**src/sv/icdv_pkg.sv**
```systemverilog
// Types, character codes and small arithmetic helpers for the ISBN check-digit validator.
package icdv_pkg;

  localparam int unsigned CharW = 8;
  localparam int unsigned PosW  = 5;
  localparam int unsigned CntW  = 4;
  localparam int unsigned ResW  = 4;

  localparam logic [PosW-1:0] POS_MAX       = 5'd31;
  localparam logic [PosW-1:0] POS_PREFIX    = 5'd4;
  localparam logic [PosW-1:0] POS_HYPHEN    = 5'd8;
  localparam logic [PosW-1:0] SPAN_TEN      = 5'd16;
  localparam logic [PosW-1:0] SPAN_THIRTEEN = 5'd20;
  localparam logic [PosW-1:0] LAST_TEN      = 5'd17;  // length 18
  localparam logic [PosW-1:0] LAST_THIRTEEN = 5'd21;  // length 22

  localparam logic [CntW-1:0] DIGITS_TEN      = 4'd9;
  localparam logic [CntW-1:0] DIGITS_THIRTEEN = 4'd12;
  localparam logic [CntW-1:0] WEIGHT_TOP      = 4'd10;

  localparam logic [CharW-1:0] CHAR_ZERO   = 8'd48;
  localparam logic [CharW-1:0] CHAR_NINE   = 8'd57;
  localparam logic [CharW-1:0] CHAR_X      = 8'd88;
  localparam logic [CharW-1:0] CHAR_HYPHEN = 8'd45;

  localparam logic [CharW-1:0] PREFIX_TEXT [4] = '{8'd73, 8'd83, 8'd66, 8'd78};

  typedef enum logic [1:0] {
    FMT_BAD      = 2'd0,
    FMT_TEN      = 2'd1,
    FMT_THIRTEEN = 2'd2
  } format_kind_e;

  typedef struct packed {
    logic [CharW-1:0] char_code;
    logic             is_last;
  } isbn_req_t;

  typedef struct packed {
    logic       is_valid;
    logic [1:0] format_kind;
  } isbn_res_t;

  // Reduce a value below 101 modulo 11 by conditional subtraction of 88, 44, 22, 11.
  function automatic logic [ResW-1:0] mod11(input logic [6:0] v);
    logic [6:0] t;
    t = v;
    if (t >= 7'd88) t = t - 7'd88;
    if (t >= 7'd44) t = t - 7'd44;
    if (t >= 7'd22) t = t - 7'd22;
    if (t >= 7'd11) t = t - 7'd11;
    return t[ResW-1:0];
  endfunction

  // Reduce a value below 40 modulo 10.
  function automatic logic [ResW-1:0] mod10(input logic [5:0] v);
    logic [5:0] t;
    t = v;
    if (t >= 6'd20) t = t - 6'd20;
    if (t >= 6'd10) t = t - 6'd10;
    return t[ResW-1:0];
  endfunction

endpackage

```
**src/sv/isbn_check_digit_validator_core.sv**
```systemverilog
// ISBN-10 / ISBN-13 check-digit validator: input register, running residues, result queue.
//
//  channel | direction | handshake              | payload
//  --------+-----------+------------------------+-------------------------------------
//  in      | to block  | in_valid_i / in_stall_o  | in_req_i  : char_code, is_last
//  out     | from block| out_valid_o / out_stall_i| out_res_o : is_valid, format_kind
//
//  One character request is taken every cycle while in_stall_o is low; the per-character
//  work is one small multiply-add and a short modulo reduction between the input register
//  and the state. The result of an is_last request goes to the output or skid register.
//  Reset clears the running state to the start of a new text; no clearing pass is needed.
//  A result that is stalled parks in the output register; one more result fits in a skid
//  register, and in_stall_o (registered) rises only while that skid register is full.
module isbn_check_digit_validator_core (
  input  logic               clk_i,
  input  logic               rst_ni,
  input  logic               in_valid_i,
  output logic               in_stall_o,
  input  icdv_pkg::isbn_req_t in_req_i,
  output logic               out_valid_o,
  input  logic               out_stall_i,
  output icdv_pkg::isbn_res_t out_res_o
);
  import icdv_pkg::*;

  // Input register stage
  isbn_req_t req_q;
  logic      req_v_q;

  // Running state of the current text
  logic [PosW-1:0] pos_q, pos_d;
  logic            prefix_q, prefix_d;
  logic            hyphen_q, hyphen_d;
  logic [CntW-1:0] cnt10_q, cnt10_d;
  logic [CntW-1:0] cnt13_q, cnt13_d;
  logic [ResW-1:0] r10_q, r10_d;   // ISBN-10 weighted sum mod 11
  logic [ResW-1:0] r13_q, r13_d;   // ISBN-13 weighted sum mod 10

  // Result queue: output register plus one skid entry
  isbn_res_t main_q, main_d, skid_q, skid_d;
  logic      main_v_q, main_v_d, skid_v_q, skid_v_d;

  logic            accept, proc, pop;
  logic            is_digit;
  logic [3:0]      digit;
  logic            take10, take13;
  logic [CntW-1:0] w10;
  logic [6:0]      prod10;
  logic [5:0]      prod13;
  logic [CharW-1:0] want10, want13;
  isbn_res_t       res;
  logic            res_v;

  // Take a request whenever the skid entry is free; the input stage then always drains.
  assign in_stall_o = skid_v_q;
  assign accept     = in_valid_i && !in_stall_o;
  assign proc       = req_v_q && !skid_v_q;
  assign pop        = main_v_q && !out_stall_i;

  assign out_valid_o = main_v_q;
  assign out_res_o   = main_q;

  always_ff @(posedge clk_i or negedge rst_ni) begin
    if (!rst_ni) begin
      req_v_q <= 1'b0;
    end else if (!skid_v_q) begin
      req_v_q <= accept;
    end
  end

  always_ff @(posedge clk_i) begin
    if (accept) begin
      req_q <= in_req_i;
    end
  end

  // Per-character update of the running state and the end-of-text check
  always_comb begin
    is_digit = (req_q.char_code >= CHAR_ZERO) && (req_q.char_code <= CHAR_NINE);
    digit    = req_q.char_code[3:0];
    take10   = is_digit && (pos_q < SPAN_TEN) && (cnt10_q < DIGITS_TEN);
    take13   = is_digit && (pos_q < SPAN_THIRTEEN) && (cnt13_q < DIGITS_THIRTEEN);
    w10      = WEIGHT_TOP - cnt10_q;
    prod10   = 7'(digit) * 7'(w10);
    prod13   = cnt13_q[0] ? (6'(digit) + {1'b0, digit, 1'b0}) : 6'(digit);

    pos_d    = pos_q;
    prefix_d = prefix_q;
    hyphen_d = hyphen_q;
    cnt10_d  = cnt10_q;
    cnt13_d  = cnt13_q;
    r10_d    = r10_q;
    r13_d    = r13_q;

    if ((pos_q < POS_PREFIX) && (req_q.char_code != PREFIX_TEXT[pos_q[1:0]])) begin
      prefix_d = 1'b0;
    end
    if ((pos_q == POS_HYPHEN) && (req_q.char_code == CHAR_HYPHEN)) begin
      hyphen_d = 1'b1;
    end
    if (take10) begin
      r10_d   = mod11(7'(r10_q) + prod10);
      cnt10_d = cnt10_q + 4'd1;
    end
    if (take13) begin
      r13_d   = mod10(6'(r13_q) + prod13);
      cnt13_d = cnt13_q + 4'd1;
    end
    pos_d = (pos_q < POS_MAX) ? pos_q + 5'd1 : POS_MAX;

    // Check characters: residue 0 gives '0', ISBN-10 residue 1 gives 'X'
    if (r10_q == 4'd0) begin
      want10 = CHAR_ZERO;
    end else if (r10_q == 4'd1) begin
      want10 = CHAR_X;
    end else begin
      want10 = CHAR_ZERO + 8'd11 - 8'(r10_q);
    end
    want13 = (r13_q == 4'd0) ? CHAR_ZERO : CHAR_ZERO + 8'd10 - 8'(r13_q);

    res.is_valid    = 1'b0;
    res.format_kind = FMT_BAD;
    if (pos_q == LAST_TEN) begin
      res.format_kind = FMT_TEN;
      res.is_valid    = prefix_q && (cnt10_q == DIGITS_TEN) && (req_q.char_code == want10);
    end else if (pos_q == LAST_THIRTEEN) begin
      res.format_kind = FMT_THIRTEEN;
      res.is_valid    = prefix_q && hyphen_q && (cnt13_q == DIGITS_THIRTEEN)
                        && (req_q.char_code == want13);
    end
    res_v = proc && req_q.is_last;

    // Drop all running state at the end of a text
    if (req_q.is_last) begin
      pos_d    = '0;
      prefix_d = 1'b1;
      hyphen_d = 1'b0;
      cnt10_d  = '0;
      cnt13_d  = '0;
      r10_d    = '0;
      r13_d    = '0;
    end
  end

  always_ff @(posedge clk_i or negedge rst_ni) begin
    if (!rst_ni) begin
      pos_q    <= '0;
      prefix_q <= 1'b1;
      hyphen_q <= 1'b0;
      cnt10_q  <= '0;
      cnt13_q  <= '0;
      r10_q    <= '0;
      r13_q    <= '0;
    end else if (proc) begin
      pos_q    <= pos_d;
      prefix_q <= prefix_d;
      hyphen_q <= hyphen_d;
      cnt10_q  <= cnt10_d;
      cnt13_q  <= cnt13_d;
      r10_q    <= r10_d;
      r13_q    <= r13_d;
    end
  end

  // Result queue: advance skid into the output register, else load or park new results
  always_comb begin
    main_d   = main_q;
    main_v_d = main_v_q;
    skid_d   = skid_q;
    skid_v_d = skid_v_q;
    if (skid_v_q) begin
      if (pop) begin
        main_d   = skid_q;
        main_v_d = 1'b1;
        skid_v_d = 1'b0;
      end
    end else if (!main_v_q || pop) begin
      main_d   = res;
      main_v_d = res_v;
    end else if (res_v) begin
      skid_d   = res;
      skid_v_d = 1'b1;
    end
  end

  always_ff @(posedge clk_i or negedge rst_ni) begin
    if (!rst_ni) begin
      main_v_q <= 1'b0;
      skid_v_q <= 1'b0;
    end else begin
      main_v_q <= main_v_d;
      skid_v_q <= skid_v_d;
    end
  end

  always_ff @(posedge clk_i) begin
    main_q <= main_d;
    skid_q <= skid_d;
  end

`ifndef SYNTHESIS
  a_skid_behind_main: assert property (@(posedge clk_i) disable iff (!rst_ni)
    skid_v_q |-> main_v_q)
    else $error("skid entry full while output register is empty");

  a_valid_has_length: assert property (@(posedge clk_i) disable iff (!rst_ni)
    (main_v_q && out_res_o.is_valid) |-> (out_res_o.format_kind != FMT_BAD))
    else $error("valid result with bad length");

  a_clear_after_last: assert property (@(posedge clk_i) disable iff (!rst_ni)
    (proc && req_q.is_last) |=> (pos_q == '0 && cnt10_q == '0 && cnt13_q == '0))
    else $error("running state not cleared after last character");

  a_residue_range: assert property (@(posedge clk_i) disable iff (!rst_ni)
    (r10_q < 4'd11) && (r13_q < 4'd10))
    else $error("running residue out of range");

  a_stall_holds_input: assert property (@(posedge clk_i) disable iff (!rst_ni)
    (req_v_q && skid_v_q) |=> req_v_q)
    else $error("input stage dropped a request while stalled");
`endif

endmodule
```
**config.mk**
```make
export PLATFORM = sky130hd
export DESIGN_NAME = isbn_check_digit_validator_core
export DESIGN_NICKNAME = d
export VERILOG_FILES = /design/src/sv/icdv_pkg.sv /design/src/sv/isbn_check_digit_validator_core.sv
export SDC_FILE = /design/constraint.sdc
export NUM_CORES = 1
export LEC_CHECK = 0
export BUFFER_PORTS_ARGS = -buffer_cell sky130_fd_sc_hd__buf_4
export CORE_UTILIZATION = 65
export CTS_BUF_LIST = sky130_fd_sc_hd__clkbuf_2 sky130_fd_sc_hd__clkbuf_4 sky130_fd_sc_hd__clkbuf_8
export CTS_CLUSTER_DIAMETER = 30
export DETAILED_ROUTE_END_ITERATION = 7
export PLACE_DENSITY = 0.85
export SYNTH_ARGS = -nofsm -noshare
export SYNTH_HDL_FRONTEND = slang
export SYNTH_SLANG_ARGS = --single-unit
```
**constraint.sdc**
```tcl
create_clock -name clk_i -period 9.65 [get_ports clk_i]
set_clock_uncertainty 0.2 [all_clocks]
set_input_delay 0.965 -clock clk_i [delete_from_list [all_inputs] [get_ports clk_i]]
set_output_delay 0.965 -clock clk_i [all_outputs]
set_load 0.01 [all_outputs]
```
# Word level (Yosys, flattened, before mapping)
# Cells that the tools add are included.
# totals
ff_bits,41
output_inout_bits,5
input_bits,13
wordCells,137
# classes
n_mul,1
n_mux,43
add_sub_neg,15
order_cmp,15
eq_ne,11
n_bitwise,3
n_reduce_logical,33
# ops
operator,count
$mux 7,6
$mux 4,10
$mux 8,5
$mux 6,3
$bmux 8 s2,1
$eq 8x8->1,2
$logic_and 1x1->1,16
$lt 5x5->1 const B,3
$mux 3,5
$sub 6x4->7 const A,2
$mux 1,11
$eq 5x5->1 const B,2
$mux 5,2
$reduce_and 2->1,5
$reduce_bool 2->1,5
$add 4x1->4 const B,2
$eq 4x4->1 const B,2
$eq 8x6->1 const B,1
$ge 8x6->1 const B,1
$le 8x6->1 const B,1
$logic_not 4->1,2
$lt 4x4->1 const B,2
$ne 8x8->1,1
$sub 4x4->4 const B,2
26 further kinds,29

# Depth between registers and ports, before layout
# depth
ltp_word,16
mapped_depth,32
mapped_depth_nobuf,31

# Least setup slack after synthesis
# OpenSTA, ideal clock, no wires.
# synth_timing
path_type,flip-flop to flip-flop
startpoint,register cnt10_q[0]
endpoint,register r10_q[1]
slack_ns,2.571
setup_time_ns,0.127
n_path_buf,0
arrival_ns,6.752
synth_period_minus_slack_ns,7.079
path_stages_with_launch,28
required_ns,9.323
cell_sequence,dfrtp_1 inv_1 ha_1 nand2b_1 fa_1 fa_1 fa_1 inv_1 ha_1 a21oi_1 and3_1 or2_1 inv_1 ha_1 nor2_1 mux2i_1 nor3_1 a211o_1 a311oi_1 o21ba_1 ha_1 a221oi_2 and2_1 a22o_1 mux2_4 a2111oi_1 or3_1 nand3_1
# synth_via
elab_chain_cells,16
word_cells_on_any_way,24
cone_classes,add/sub (6); mul (1); order compare (5); mux (9); reduce/logical (3)
# synth_lines
element,line_no,source
from (decl),isbn_check_digit_validator_core.sv:34,"logic [CntW-1:0] cnt10_q, cnt10_d;"
from (signal assigned),isbn_check_digit_validator_core.sv:158,cnt10_q <= cnt10_d;
$sub 4x4->4,isbn_check_digit_validator_core.sv:83,w10 = WEIGHT_TOP - cnt10_q;
$mul 4x4->7,isbn_check_digit_validator_core.sv:84,prod10 = 7'(digit) * 7'(w10);
$add 4x7->7,isbn_check_digit_validator_core.sv:102,r10_d = mod11(7'(r10_q) + prod10);
$sub 7x7->7 or $ge 7x7->1 (tied branches),icdv_pkg.sv:48,if (t >= 7'd88) t = t - 7'd88;
$mux 7,icdv_pkg.sv:48,
$mux 7,isbn_check_digit_validator_core.sv:101,if (take10) begin
$sub 7x6->7 or $ge 7x6->1 (tied branches),icdv_pkg.sv:49,if (t >= 7'd44) t = t - 7'd44;
$mux 7,icdv_pkg.sv:49,
$mux 7,isbn_check_digit_validator_core.sv:101,
$sub 7x5->7 or $ge 7x5->1 (tied branches),icdv_pkg.sv:50,if (t >= 7'd22) t = t - 7'd22;
$mux 7,icdv_pkg.sv:50,
$mux 7,isbn_check_digit_validator_core.sv:101,
$ge 7x4->1 or $sub 4x4->4 (tied branches),icdv_pkg.sv:51,if (t >= 7'd11) t = t - 7'd11;
$mux 4,icdv_pkg.sv:51,
$mux 4,isbn_check_digit_validator_core.sv:101,
$mux 4,isbn_check_digit_validator_core.sv:134,if (req_q.is_last) begin
to (signal assigned),isbn_check_digit_validator_core.sv:160,r10_q <= r10_d;
to (decl),isbn_check_digit_validator_core.sv:36,"logic [ResW-1:0] r10_q, r10_d;"
# Several ways; a longest one is shown, not always the timed one. The select of a mux whose other input is x is not followed.
# A chain may end at the register's enable or synchronous reset.

# Worst setup path after layout
# Same ends and word-level chain as after synthesis.

==> results.txt <==
Status = finished clean
GP Congestion = 0.967
Synth Net Count = 542
Synth unique cells = 73
# setup viols final = 0
Synth Flop Type = dfrtp_1
CP Class = flop to flop
Crit-path leading delay family = adder cells
Critical Path Max Stage Delay = 530 ps
Post-DP HPWL = 7550 um
Synth Warn # = 0
Clk root buf = clkbuf_8
Initial antenna violation count = 0
Final core utilization = 73.7%
Total number of vias = 3,636
H-tree depth = 2
Area Growth Syn to Fin = 6.88%
Largest net degree at the start of global routing = 27
Clock sink total = 41
Min Clock Period, post-route = 7830 ps
Drt pass-1 iters = 5
Synth Register Bits = 41
Hold WS = 287 ps
Synthesized area = 0.00418 sq mm
Die Ht = 82.2 um
Async set-or-reset flop fraction in the synthesized netlist = 63.4%
Yosys top cell by area = dfrtp_1
DRT Wirelength = 9810 um
Total power = 958 uW
Max Slew Vio Count = 0
Die width = 82.2 um
Hold crit path type = flop to flop
Mapped Avg Cell Area = 8.76 sq um
Post-CTS resize count = 0
Arrival time worst endpoint = 7800 ps
Io pins = 18
Rel. slew slack = 23.8%
Nets = 552
Buf/Inv on CP = 3
Clock Pin Slew Worst Setup and Hold Paths = 90 ps
Vias/cell = 6.46
Ranking of synthesized cells by area = dfrtp_1 (15%), ha_1 (13%), edfxtp_1 (11%)
Pleak = 2.05 nW
DR iter-0 viols = 279
I/O Buffers = 17
Slew of the pin with the lowest slew margin = 1140 ps
Fin. Hold Viols = 0
Maxcap violations = 0
Starting Density = 69.0%
Peak Freq = 0.128 GHz
Routed len/inst = 17.4 um
Post-synth EDFFs = 15
Die footprint = 0.00676 sq mm
Storage element area = 0.00110 sq mm
Inserted Clock Buffers = 5
# diodes = 0
Mapped Cells = 477
Layout Cells excl Fill = 563
Post-route setup TNS = 0 ps
DRC violations left = 0
Post-synth top area share = 15.0%
Slowest cell on the critical path = fa_1
Final antenna-violating net count = 0
Share of layout cells above drive strength 1 = 9.63%
RSZ-0062 raised after global routing = no
Hold-fix buffers, CTS = 0
First-pass GRT wire length = 15,600 um
Total gr overflow = 0
CP startpoint kind = flop
CP dominant cell by count = ha_1
Core ar. = 0.00606 sq mm
Worst IR Drop VDD = 0.200 mV
CTS tree = yes
Area occupied by multi-input gates = 0.00288 sq mm
Filler cell count in the final layout = 439
Worst-Skew Late Latency = 300 ps
Total track usage = 30.5%
Sequential area share after synthesis = 26.4%
Period utilization = 81.1%
Post-CTS Setup Repair Bufs = 0
Pwr per Cell Area = 214 mW/mm^2
CP Capture Type = flop
Critical Path Fanout Max = 6
Crit path required time = 9620 ps
Vias in the first global route = 3,468
Number of cell rows = 28
Max Root-Sink Buffers = 2
Inst Count DP = 555
-- through the flow --
step	setup WS (ps)	area (sq um)
after floorplan	2570	4180
after global placement	2240	4350
after global routing	1300	4470
final	1820	4470
after detailed placement	1960	4350
after CTS	1930	4470
-- report_power, final --
part	switching [mW]	leakage, nW	total [mW]	internal, mW
Clock	0.0640	0.0574	0.148	0.0842
Combinational	0.342	1.49	0.580	0.238
Sequential	0.0310	0.501	0.230	0.199
Total	0.437	2.05	0.958	0.521
-- state kept, by name, indices dropped and copies added, names as in the netlist, 4 cells and up --
| name | cells |
|---|---|
| pos_q | 5 |
| req_q | 5 |
| cnt10_q | 4 |
| cnt13_q | 4 |
| digit | 4 |
| r10_q | 4 |
| r13_q | 4 |
-- worst min-delay path, delay by kind of cell, from the launching register on --
kind             cells  cell delay (ps)
flip-flops           1              380
AO/OA/AOI/OAI        1               60
AND/OR/NAND/NOR      1               50
-- layout make-up --
type                    instances  share of cell area [%]
flip-flops and latches         41                    24.7
inverters                      38                    3.19
clock inverters                 2                   0.840
well taps                      75                    2.10
multi-input cells             384                    64.5
repair buffers                 17                    2.86
clock buffers                   6                    1.85
-- final timing paths --
kind	startpoint	end	slack, ps	depth (start not counted)
setup / recovery	cnt10_q[0]$_DFFE_PN0P_	r10_q[1]$_DFFE_PN0P_	1820	27
hold / removal	prefix_q$_DFFE_PN1P_	prefix_q$_DFFE_PN1P_	290	2
setup reg to reg	cnt10_q[0]$_DFFE_PN0P_	r10_q[1]$_DFFE_PN0P_	1820	27
hold reg to reg	prefix_q$_DFFE_PN1P_	prefix_q$_DFFE_PN1P_	290	2
max in group asynchronous	rst_ni	prefix_q$_DFFE_PN1P_	8570	1
min in group asynchronous	rst_ni	cnt10_q[1]$_DFFE_PN0P_	370	1
-- synthesized netlist by cell type, drive strengths merged, types with 12 or more instances --
cell	number
o21ai	24
nor2	43
dfrtp	25
edfxtp	15
inv	38
xnor2	15
ha	44
nand2	39
nand3	17
xor2	19
nor3	12
a21oi	30
-- layout by cell type, fill, tap and decap left out, types with 6 or more instances in the layout --
cell / n
ha_1: 44
nor2_1: 43
nand2_1: 39
inv_1: 38
a21oi_1: 29
dfrtp_1: 25
o21ai_0: 23
xor2_1: 18
nand3_1: 17
buf_4: 17
edfxtp_1: 15
xnor2_1: 11
a21o_1: 11
nor3_1: 10
mux2i_1: 8
a22o_1: 8
nor2b_1: 8
fa_1: 8
a31oi_1: 6
and2_1: 6
nand2b_1: 6
clkbuf_8: 6
-- per-layer routing --
metal	vias up	routed length, um	global-route usage [%]
met5	-	0	0
met4	0	260	10.2
met3	29	521	5.82
met2	140	4660	52.6
met1	1745	4370	38.0
li1	1722	-	-
-- kinds of logic (layout without fill, tap and decap cells) --
| logic type | count (synthesis) | count (layout) | share of synthesized area (%) |
|---|---|---|---|
| AOI/OAI and AO/OA | 122 | 122 | 20.4 |
| xor gates and xnor gates | 34 | 34 | 8.02 |
| adders and majority gates | 52 | 52 | 17.0 |
| buffers and inverters | 52 | 63 | 4.70 |
| DFF | 41 | 41 | 26.4 |
| muxes | 16 | 16 | 4.43 |
| and+or+nand+nor | 160 | 160 | 19.1 |
No activity file was read; power rests on OpenSTA's default activity.
